`src/utcep_pkg.sv`:
```
// utcep_pkg: shared types, constants and the month table for the
// utc_date_to_epoch_seconds pipeline. No dependencies.
package utcep_pkg;

   // calendar constants
   localparam int EPOCH_YEAR = 1970;
   localparam int YEAR_BASE  = 1900;
   // leap days in years 1..EPOCH_YEAR-1
   localparam int LEAP_BASE  = (EPOCH_YEAR - 1) / 4 - (EPOCH_YEAR - 1) / 100
                             + (EPOCH_YEAR - 1) / 400;
   localparam logic [35:0] SECONDS_MAX = 36'hF_FFFF_FFFF;

   // request payload
   typedef struct packed {
      logic        [10:0] years_since_1900;
      logic signed [7:0]  month_index;
      logic        [4:0]  day_of_month;
      logic        [4:0]  hour;
      logic        [5:0]  minute;
      logic        [5:0]  second;
   } req_type;

   // result payload
   typedef struct packed {
      logic [35:0] epoch_seconds;
      logic        before_epoch;
   } rsp_type;

   // after month folding: full year and month 0..11
   typedef struct packed {
      logic [11:0] year;
      logic [3:0]  month;
      logic [4:0]  mday;
      logic [4:0]  hour;
      logic [5:0]  minute;
      logic [5:0]  second;
   } fold_type;

   // day count since the epoch plus time of day
   typedef struct packed {
      logic               pre_epoch;
      logic signed [21:0] days;
      logic        [4:0]  hour;
      logic        [5:0]  minute;
      logic        [5:0]  second;
   } days_type;

   // days before the first of each month in a common year
   function automatic logic [8:0] days_before_month(input logic [3:0] month);
      logic [8:0] d;
      case (month)
         4'd0:    d = 9'd0;
         4'd1:    d = 9'd31;
         4'd2:    d = 9'd59;
         4'd3:    d = 9'd90;
         4'd4:    d = 9'd120;
         4'd5:    d = 9'd151;
         4'd6:    d = 9'd181;
         4'd7:    d = 9'd212;
         4'd8:    d = 9'd243;
         4'd9:    d = 9'd273;
         4'd10:   d = 9'd304;
         4'd11:   d = 9'd334;
         default: d = 9'd0;
      endcase
      return d;
   endfunction

endpackage

```
`src/utcep_fold.sv`:
```
// utcep_fold: first pipeline stage, folds the signed month index into
// the year. Depends on utcep_pkg.
module utcep_fold (
   input  logic               clock,
   input  logic               reset,
   input  logic               in_valid,
   output logic               in_stall,
   input  utcep_pkg::req_type in_data,
   output logic               out_valid,
   input  logic               out_stall,
   output utcep_pkg::fold_type out_data
);
   import utcep_pkg::*;

   logic [7:0]  ofs;
   logic [15:0] prod;
   logic [4:0]  quot;
   logic [7:0]  rem;
   logic        hi;
   fold_type    data_in;
   logic        valid_ff;
   fold_type    data_ff;

   // month + 128 divided by 12 through a reciprocal multiply
   assign ofs  = {~in_data.month_index[7], in_data.month_index[6:0]};
   assign prod = 16'(ofs) * 16'd171;
   assign quot = prod[15:11];
   assign rem  = ofs - 8'({quot, 3'b000}) - 8'({quot, 2'b00});
   assign hi   = (rem[3:0] >= 4'd8);

   // undo the 128 offset (10 * 12 + 8) on quotient and remainder
   always_comb begin
      data_in.year   = 12'(in_data.years_since_1900) + 12'(YEAR_BASE - 11)
                     + 12'(quot) + 12'(hi);
      data_in.month  = hi ? (rem[3:0] - 4'd8) : (rem[3:0] + 4'd4);
      data_in.mday   = in_data.day_of_month;
      data_in.hour   = in_data.hour;
      data_in.minute = in_data.minute;
      data_in.second = in_data.second;
   end

   assign in_stall = valid_ff && out_stall;

   // stage register
   always_ff @(posedge clock) begin
      if (reset) begin
         valid_ff <= 1'b0;
      end else if (!in_stall) begin
         valid_ff <= in_valid;
      end
   end

   always_ff @(posedge clock) begin
      if (!in_stall) begin
         data_ff <= data_in;
      end
   end

   assign out_valid = valid_ff;
   assign out_data  = data_ff;

endmodule

```
`src/utcep_days.sv`:
```
// utcep_days: two pipeline stages, leap-year counting and the day
// count since the epoch. Depends on utcep_pkg.
module utcep_days (
   input  logic                clock,
   input  logic                reset,
   input  logic                in_valid,
   output logic                in_stall,
   input  utcep_pkg::fold_type in_data,
   output logic                out_valid,
   input  logic                out_stall,
   output utcep_pkg::days_type out_data
);
   import utcep_pkg::*;

   typedef struct packed {
      logic        pre_epoch;
      logic [11:0] years;
      logic [9:0]  leaps;
      logic        leap_day;
      logic [8:0]  month_days;
      logic [4:0]  mday;
      logic [4:0]  hour;
      logic [5:0]  minute;
      logic [5:0]  second;
   } year_type;

   logic [11:0] prev_year;
   logic [9:0]  prev_q4;
   logic [15:0] prev_prod;
   logic [5:0]  prev_q100;
   logic [9:0]  cur_q4;
   logic [15:0] cur_prod;
   logic [5:0]  cur_q100;
   logic [4:0]  cur_r25;
   logic        is_leap;
   year_type    year_in;
   logic        year_valid_ff;
   year_type    year_ff;
   logic        year_stall;
   logic [21:0] n365;
   days_type    days_in;
   logic        days_valid_ff;
   days_type    days_ff;

   // leap days in years 1..year-1: y/100 as (y/4)/25 by reciprocal
   assign prev_year = in_data.year - 12'd1;
   assign prev_q4   = prev_year[11:2];
   assign prev_prod = 16'(prev_q4) * 16'd41;
   assign prev_q100 = prev_prod[15:10];

   // leap test of the year itself
   assign cur_q4   = in_data.year[11:2];
   assign cur_prod = 16'(cur_q4) * 16'd41;
   assign cur_q100 = cur_prod[15:10];
   assign cur_r25  = 5'(cur_q4 - 10'(cur_q100) * 10'd25);
   assign is_leap  = (in_data.year[1:0] == 2'b00)
                   && ((cur_r25 != 5'd0) || (cur_q100[1:0] == 2'b00));

   always_comb begin
      year_in.pre_epoch  = (in_data.year < 12'(EPOCH_YEAR));
      year_in.years      = in_data.year - 12'(EPOCH_YEAR);
      year_in.leaps      = prev_q4 - 10'(prev_q100) + 10'(prev_q100[5:2]);
      year_in.leap_day   = is_leap && (in_data.month >= 4'd2);
      year_in.month_days = days_before_month(in_data.month);
      year_in.mday       = in_data.mday;
      year_in.hour       = in_data.hour;
      year_in.minute     = in_data.minute;
      year_in.second     = in_data.second;
   end

   assign year_stall = days_valid_ff && out_stall;
   assign in_stall   = year_valid_ff && year_stall;

   // year stage register
   always_ff @(posedge clock) begin
      if (reset) begin
         year_valid_ff <= 1'b0;
      end else if (!in_stall) begin
         year_valid_ff <= in_valid;
      end
   end

   always_ff @(posedge clock) begin
      if (!in_stall) begin
         year_ff <= year_in;
      end
   end

   // day count, modulo 2^22 so the sum reads as signed
   assign n365 = 22'(year_ff.years) * 22'd365;

   always_comb begin
      days_in.pre_epoch = year_ff.pre_epoch;
      days_in.days      = $signed(22'(year_ff.mday) + 22'(year_ff.month_days)
                        + 22'(year_ff.leap_day) + n365 + 22'(year_ff.leaps)
                        - 22'(LEAP_BASE + 1));
      days_in.hour      = year_ff.hour;
      days_in.minute    = year_ff.minute;
      days_in.second    = year_ff.second;
   end

   // day stage register
   always_ff @(posedge clock) begin
      if (reset) begin
         days_valid_ff <= 1'b0;
      end else if (!year_stall) begin
         days_valid_ff <= year_valid_ff;
      end
   end

   always_ff @(posedge clock) begin
      if (!year_stall) begin
         days_ff <= days_in;
      end
   end

   assign out_valid = days_valid_ff;
   assign out_data  = days_ff;

endmodule

```
`src/utcep_secs.sv`:
```
// utcep_secs: three pipeline stages scaling days to hours, minutes and
// seconds, then clamping to the result range. Depends on utcep_pkg.
module utcep_secs (
   input  logic                clock,
   input  logic                reset,
   input  logic                in_valid,
   output logic                in_stall,
   input  utcep_pkg::days_type in_data,
   output logic                out_valid,
   input  logic                out_stall,
   output utcep_pkg::rsp_type  out_data
);
   import utcep_pkg::*;

   typedef struct packed {
      logic               pre_epoch;
      logic signed [27:0] hours;
      logic        [5:0]  minute;
      logic        [5:0]  second;
   } hrs_type;

   typedef struct packed {
      logic               pre_epoch;
      logic signed [33:0] minutes;
      logic        [5:0]  second;
   } mins_type;

   hrs_type            hrs_in;
   logic               hrs_valid_ff;
   hrs_type            hrs_ff;
   logic               hrs_stall;
   mins_type           mins_in;
   logic               mins_valid_ff;
   mins_type           mins_ff;
   logic               mins_stall;
   logic signed [39:0] secs;
   rsp_type            rsp_in;
   logic               rsp_valid_ff;
   rsp_type            rsp_ff;

   assign mins_stall = rsp_valid_ff && out_stall;
   assign hrs_stall  = mins_valid_ff && mins_stall;
   assign in_stall   = hrs_valid_ff && hrs_stall;

   // days * 24 + hour
   always_comb begin
      hrs_in.pre_epoch = in_data.pre_epoch;
      hrs_in.hours     = 28'(in_data.days) * 28'sd24
                       + 28'($signed({1'b0, in_data.hour}));
      hrs_in.minute    = in_data.minute;
      hrs_in.second    = in_data.second;
   end

   always_ff @(posedge clock) begin
      if (reset) begin
         hrs_valid_ff <= 1'b0;
      end else if (!in_stall) begin
         hrs_valid_ff <= in_valid;
      end
   end

   always_ff @(posedge clock) begin
      if (!in_stall) begin
         hrs_ff <= hrs_in;
      end
   end

   // hours * 60 + minute
   always_comb begin
      mins_in.pre_epoch = hrs_ff.pre_epoch;
      mins_in.minutes   = 34'(hrs_ff.hours) * 34'sd60
                        + 34'($signed({1'b0, hrs_ff.minute}));
      mins_in.second    = hrs_ff.second;
   end

   always_ff @(posedge clock) begin
      if (reset) begin
         mins_valid_ff <= 1'b0;
      end else if (!hrs_stall) begin
         mins_valid_ff <= hrs_valid_ff;
      end
   end

   always_ff @(posedge clock) begin
      if (!hrs_stall) begin
         mins_ff <= mins_in;
      end
   end

   // minutes * 60 + second, clamped; zero when the year is before the epoch
   assign secs = 40'(mins_ff.minutes) * 40'sd60
               + 40'($signed({1'b0, mins_ff.second}));

   always_comb begin
      rsp_in.before_epoch = mins_ff.pre_epoch;
      if (mins_ff.pre_epoch || (secs < 40'sd0)) begin
         rsp_in.epoch_seconds = '0;
      end else if (secs > $signed({4'b0000, SECONDS_MAX})) begin
         rsp_in.epoch_seconds = SECONDS_MAX;
      end else begin
         rsp_in.epoch_seconds = secs[35:0];
      end
   end

   // output register
   always_ff @(posedge clock) begin
      if (reset) begin
         rsp_valid_ff <= 1'b0;
      end else if (!mins_stall) begin
         rsp_valid_ff <= mins_valid_ff;
      end
   end

   always_ff @(posedge clock) begin
      if (!mins_stall) begin
         rsp_ff <= rsp_in;
      end
   end

   assign out_valid = rsp_valid_ff;
   assign out_data  = rsp_ff;

endmodule

```
`src/utc_date_to_epoch_seconds.sv`:
```
// utc_date_to_epoch_seconds: UTC date and time to seconds since the epoch.
// Six registered stages from an accepted request to its result (fold, year,
// days, hours, minutes, seconds); one request per cycle while the output does not stall.
// Each stage holds only while it is full and the stage after it stalls.
// Synchronous reset clears the valid bits of all six stages.
// Depends on utcep_pkg, utcep_fold, utcep_days and utcep_secs.
module utc_date_to_epoch_seconds (
   input  logic               clock,
   input  logic               reset,
   input  logic               req_valid,
   output logic               req_stall,
   input  utcep_pkg::req_type req_data,
   output logic               rsp_valid,
   input  logic               rsp_stall,
   output utcep_pkg::rsp_type rsp_data
);
   import utcep_pkg::*;

   logic     fold_valid;
   logic     fold_stall;
   fold_type fold_data;
   logic     days_valid;
   logic     days_stall;
   days_type days_data;

   // month folding
   utcep_fold u_fold (
      .clock     (clock),
      .reset     (reset),
      .in_valid  (req_valid),
      .in_stall  (req_stall),
      .in_data   (req_data),
      .out_valid (fold_valid),
      .out_stall (fold_stall),
      .out_data  (fold_data)
   );

   // leap years and day count
   utcep_days u_days (
      .clock     (clock),
      .reset     (reset),
      .in_valid  (fold_valid),
      .in_stall  (fold_stall),
      .in_data   (fold_data),
      .out_valid (days_valid),
      .out_stall (days_stall),
      .out_data  (days_data)
   );

   // scaling to seconds and output register
   utcep_secs u_secs (
      .clock     (clock),
      .reset     (reset),
      .in_valid  (days_valid),
      .in_stall  (days_stall),
      .in_data   (days_data),
      .out_valid (rsp_valid),
      .out_stall (rsp_stall),
      .out_data  (rsp_data)
   );

`ifndef SYNTHESIS
   // a pre-epoch year always comes out as zero seconds
   a_before_zero: assert property (@(posedge clock) disable iff (reset)
      (rsp_valid && rsp_data.before_epoch) |-> (rsp_data.epoch_seconds == 36'd0))
      else $error("before_epoch result with nonzero seconds");

   // the request side stalls only when the whole pipe is full and blocked
   a_stall_full: assert property (@(posedge clock) disable iff (reset)
      req_stall |-> (rsp_valid && rsp_stall && fold_valid && days_valid))
      else $error("request stalled with a free pipeline stage");

   // a stall of the request side is released only through the output
   a_stall_release: assert property (@(posedge clock) disable iff (reset)
      (req_stall && rsp_stall) |=> (rsp_valid && $stable(rsp_data)))
      else $error("result changed during a full-pipe stall");
`endif

endmodule

```
`config.mk`:
```
export PLATFORM = sky130hd
export DESIGN_NAME = utc_date_to_epoch_seconds
export DESIGN_NICKNAME = d
export VERILOG_FILES = /design/src/utcep_pkg.sv /design/src/utcep_fold.sv /design/src/utcep_days.sv /design/src/utcep_secs.sv /design/src/utc_date_to_epoch_seconds.sv
export SDC_FILE = /design/constraint.sdc
export NUM_CORES = 1
export LEC_CHECK = 0
export ABC_CLOCK_PERIOD_IN_PS = 19060
export BUFFER_PORTS_ARGS = -buffer_cell sky130_fd_sc_hd__clkbuf_2
export CAP_MARGIN = 20
export CORE_ASPECT_RATIO = 0.6
export CORE_MARGIN = 3
export CORE_UTILIZATION = 40
export CTS_BUF_LIST = sky130_fd_sc_hd__clkbuf_2
export DETAILED_ROUTE_END_ITERATION = 10
export RECOVER_POWER = 25
export SLEW_MARGIN = 20
export SYNTH_ARGS = -nofsm -noshare
export SYNTH_HDL_FRONTEND = slang
export SYNTH_SLANG_ARGS = --single-unit
```
`constraint.sdc`:
```
create_clock -name clock -period 19.06 [get_ports clock]
set_clock_uncertainty 0.2 [all_clocks]
set_input_delay 0.953 -clock clock [delete_from_list [all_inputs] [get_ports clock]]
set_output_delay 0.953 -clock clock [all_outputs]
set_load 0.01 [all_outputs]
```
## Yosys cells after proc, flatten, opt, wreduce, memory -nomap -nowiden

Memory sizes are Yosys's and may differ from the RTL's. A register that Yosys moved wholly into a read port is not among the register bits.
Index checks and enable logic that the tools add are counted.

- Add/sub/neg operators: 20
- $mul: 8
- Div/mod/pow operators: 0
- Order comparisons: 5
- Equality and inequality tests: 0
- Shifts and indexed selects: 0
- Mux-type cells: 2
- Bitwise operators: 1
- Reductions and logical operators: 14

Operators by type and width:

| kind | number |
|---|---|
| 40-bit by 7-bit adder with 40-bit output | 1 |
| 40-bit by 37-bit greater-than comparator with 1-bit output (second input constant) | 1 |
| 40-bit by 1-bit less-than comparator with 1-bit output (second input constant) | 1 |
| 34-bit by 5-bit multiplier with 38-bit output (second input constant) | 1 |
| 36-bit 2-to-1 mux | 1 |
| 34-bit by 7-bit adder with 34-bit output | 1 |
| 10-bit by 6-bit multiplier with 16-bit output (second input constant) | 2 |
| 28-bit by 5-bit multiplier with 32-bit output (second input constant) | 1 |
| 28-bit by 6-bit adder with 28-bit output | 1 |
| 22-bit by 3-bit multiplier with 25-bit output (second input constant) | 1 |
| 22-bit by 1-bit adder with 22-bit output | 1 |
| 22-bit by 10-bit adder with 22-bit output | 1 |
| 22-bit by 21-bit adder with 22-bit output | 1 |
| 22-bit by 9-bit subtractor with 22-bit output (second input constant) | 1 |
| 12-bit by 9-bit multiplier with 21-bit output (second input constant) | 1 |
| 8-bit by 8-bit multiplier with 16-bit output (second input constant) | 1 |
| 11-bit by 11-bit adder with 12-bit output (second input constant) | 1 |
| 12-bit by 1-bit adder with 12-bit output | 1 |
| 12-bit by 5-bit adder with 12-bit output | 1 |
| 12-bit by 11-bit less-than comparator with 1-bit output (second input constant) | 1 |
| 12-bit by 1-bit subtractor with 12-bit output (second input constant) | 1 |
| 12-bit by 11-bit subtractor with 12-bit output (second input constant) | 1 |
| 10-bit by 4-bit adder with 10-bit output | 1 |
| 5-bit by 9-bit adder with 10-bit output | 1 |
| 15 further kinds | 25 |

- Register bits after elaboration: 249
- Bits in latches: 0
- Bits in writable memories: 0
- Bits in read-only memories: 144
- Output and inout bits: 39
- Logic and storage cells: 85
- Memories: 1

Memories:

| memory | depth | bits a word | rd ports | clocked after Yosys merged registers in | write ports | line | text |
|---|---|---|---|---|---|---|---|
| (no name shown) | 16 | 9 | 1 | 1 | 0 | utcep_pkg.sv:51 | `case (month)` |

## Logic depth before layout (Yosys ltp)

- Word-level depth: 7
- Depth in mapped cells: 34

## Modules after synthesis

Synthesis repeated with hierarchy kept, for this count alone.

- Cells, all modules: 2736
- Area total of the unflattened synthesis: 28055.7 sq um

By module, submodules not included:

| module | times used | cells each | area each (sq um) |
|---|---|---|---|
| utcep_secs | 1 | 1654 | 15859.0 |
| utcep_days | 1 | 819 | 9217.6 |
| utcep_fold | 1 | 263 | 2979.1 |

## Least setup slack after synthesis

No wires, ideal clock.

- Path type: register to register
- Start point: register u_fold.data_ff (netlist bit u_fold.out_data[28])
- End point: register u_days.year_ff[41] (netlist name), data pin
- Library setup time: 260 ps
- Arrival: 6645 ps
- Required time: 18600 ps
- Path slack: 11955 ps
- Cell stages (with the launch flop): 35
- Buffers on the path: 0
- Period minus slack after synthesis: 7105 ps
- Cell sequence: edfxtp_1 > inv_1 > ha_1 > a21boi_0 > a31oi_1 > or2_2 > ha_1 > inv_1 > fa_1 > inv_1 > ha_1 > ha_1 > and3_1 > o211a_1 > o21a_1 > o21ai_0 > a21boi_0 > o21a_1 > o21a_1 > o21a_1 > nor2_1 > xnor2_1 > inv_1 > fa_1 > inv_1 > ha_1 > a21o_1 > a21oi_1 > o21bai_1 > a21oi_1 > o21bai_1 > a21oi_1 > o21bai_1 > a21oi_1 > xnor2_1

RTL lines:

| element | line | text |
|---|---|---|
| start: declaration | utcep_fold.sv:22 | `fold_type data_ff;` |
| start signal: assignment | utcep_fold.sv:55 | `data_ff <= data_in;` |
| end signal: assignment | utcep_days.sv:85 | `year_ff <= year_in;` |
| end: declaration | utcep_days.sv:38 | `year_type year_ff;` |

==> results.json <==
{
  "fmax_ghz": 0.127,
  "cts_setup_buffers": 0,
  "fin_nets": 3434,
  "initial_utilization_pct": 40.6,
  "synth-seq-cells": 258,
  "finalSetupTns_ns": 0,
  "dp_hpwl_um": 45100,
  "fp.dieH_um": 207,
  "rsz0062_at_grt": "false",
  "areaGrowthSynthToFinish_pct": 8.28,
  "drt_iter0_drc": 967,
  "worst_path_max_delay_cell": "fa_1",
  "cp-end-kind": "flip-flop",
  "yosysMostFrequentCell": "inv_1",
  "dp_cells": 3566,
  "synth_fp_nets": 3285,
  "slew_violations": 38,
  "pre_cts_slack_ns": 11.21,
  "max_slew_margin_pct": -34.0,
  "postSynthAreaPerCell_um2": 10.4,
  "start_kind": "flip-flop",
  "synth_flop_cell": "edfxtp_1",
  "postCtsHoldBufs": 28,
  "drcViolationCount": 0,
  "rows": 73,
  "synth_edf_count": 252,
  "worstPathArrival_ns": 8.42,
  "insertion_delay_ns": 1.00,
  "drtAntennaViolNets": 0,
  "criticalPathCategory": "reg -> reg",
  "synthesis.area_um2": 27000,
  "synthTopCellsByArea": "edfxtp_1 (28%), ha_1 (20%), fa_1 (15%)",
  "grt_remaining_overflow": 0,
  "hold_class": "reg -> reg",
  "setup_viol": 0,
  "htreeDepth": 2,
  "instances_no_fill": 3703,
  "grt_max_degree": 56,
  "cap_violations": 1,
  "wl_per_cell_um": 14.9,
  "worstMarginPinSlew_ns": 2.01,
  "worst-path-max-fanout": 5,
  "routed_wl_um": 55100,
  "netlist_instances": 2607,
  "clk_path_buf_depth": 3,
  "synth-seq-area-share_pct": 28.5,
  "grt_first_pass_wirelength_um": 93100,
  "yosysTopAreaCell": "edfxtp_1",
  "drive_above_1_share_pct": 8.99,
  "synth_common_cells": "inv_1 (516), ha_1 (425), edfxtp_1 (252), fa_1 (208), xnor2_1 (164)",
  "violations": "max-capacitance violations, max-slew violations",
  "tritoncts": "yes",
  "antenna_found_initial": 4,
  "async_flop_share_pct": 0,
  "vias": 18200,
  "first_pass_iters": 5,
  "post_cts_resized": 0,
  "coreArea_um2": 66500,
  "period_share_pct": 41.3,
  "root_buffer": "clkbuf_2",
  "fillerInstances": 6372,
  "gp_congestion": 0.855,
  "fin_ws_ns": 11.18,
  "status": "finished with violations",
  "fin_crit_ns": 7.88,
  "hold_viol": 0,
  "die-area_um2": 70700,
  "first_global_vias": 18600,
  "vias_per_cell": 4.93,
  "synth_top_area_share_pct": 28.0,
  "cts.sinks": 258,
  "crit_required_ns": 19.60,
  "die_w_um": 341,
  "io_buffers": 83,
  "io_pins": 84,
  "numCtsBuffers": 60,
  "grt_usage_pct": 15.8,
  "yosysWarningCount": 0,
  "critical-path-max-stage-delay_ns": 0.55,
  "ys_types": 97,
  "clk_pin_slew_ns": 0.13
}
==> state kept, by name, indices dropped and copies added, names as in the netlist, 18 cells and up <==
| name | count |
|---|---|
| u_days.year_ff | 37 |
| u_secs.hrs_ff | 41 |
| u_fold.out_data | 38 |
| u_days.days_in | 18 |
| u_secs.mins_ff | 41 |
| u_secs.out_data | 37 |
| u_days.out_data | 40 |
==> layout by cell type, fill, tap and decap left out, drive strengths merged, types with 9 or more instances in the layout <==
cell	netlist	layout
nand2b	17	17
dlygate4sd3	0	28
and2	17	17
a21oi	156	156
inv	516	516
nand2	94	94
xor2	85	85
clkinv	1	18
o21a	28	28
a211oi	10	10
nor2	133	133
xnor2	164	164
fa	208	208
nand3	33	33
nor2b	27	27
edfxtp	252	252
o21ai	67	67
or2	11	11
a21o	53	53
and3	22	22
clkbuf	18	172
ha	425	425
nor4	15	15
mux2i	12	12
nand4	17	17
a21boi	9	9
o21bai	19	19
nor3	47	47
a31oi	20	20
or3	14	14
==> path summary, 6_finish.rpt <==
path | slack (ns) | start | cells after the start | end
setup reg to reg | 11.18 | u_fold.out_data[28] | 34 | u_days.year_ff[41]
hold / removal | 0.21 | u_secs.hrs_ff[6] | 0 | u_secs.mins_ff[6]
hold reg to reg | 0.21 | u_secs.hrs_ff[6] | 0 | u_secs.mins_ff[6]
setup / recovery | 11.18 | u_fold.out_data[28] | 34 | u_days.year_ff[41]
==> area by class of cell <==
class                   count  area [µm²]  share of cell area, %
repair buffers            118         736                   2.52
diodes                      1        2.50                0.00856
flip-flops and latches    258        7690                   26.3
inverters                 517        1940                   6.64
clock buffers              88         440                   1.51
well taps                 900        1130                   3.85
multi-input cells        1801       17200                   58.8
clock inverters            20         119                  0.407
==> per-stage QoR <==
step / util [%] / hold slack (ns) / cell area [µm²]
2_1_floorplan: - / 0.200 / 27000
3_3_place_gp: 42.7 / 0.202 / 28400
3_5_place_dp: 42.7 / 0.205 / 28400
4_1_cts: 44.0 / 0.0939 / 29200
5_1_grt: 44.0 / 0.125 / 29200
6_report: 44.0 / 0.213 / 29200
==> metal layers <==
layer	vias to the layer above	share of wire, %	global-route usage (%)
met5	-	0	0
met4	0	1.1	2.68
met3	44	5.5	2.65
met2	386	41	23.2
met1	8679	52	24.6
li1	9136	-	-
==> worst max-delay path: cells and delay by family, from the launching register on <==
family	cells	cell delay (ns)
adders and majority gates	7	2.44
xor gates and xnor gates	2	0.27
and+or+nand+nor	3	0.65
AOI/OAI and AO/OA	17	3.19
DFF	1	0.47
buffers and inverters	5	0.47
==> cell families after synthesis <==
logic type / after synthesis / synth area share, %
buffers and inverters: 548 / 7.96
adder cells (fa/ha/maj): 633 / 35.1
XOR/XNOR: 249 / 8.14
flip-flops: 258 / 28.5
AND/OR/NAND/NOR: 473 / 9.07
multiplexers: 16 / 0.626
AO/OA/AOI/OAI: 430 / 10.6
Power is left out: the tool's default activity adds up to more than one toggle a clock period on the data nets, which glitch-free logic cannot reach.
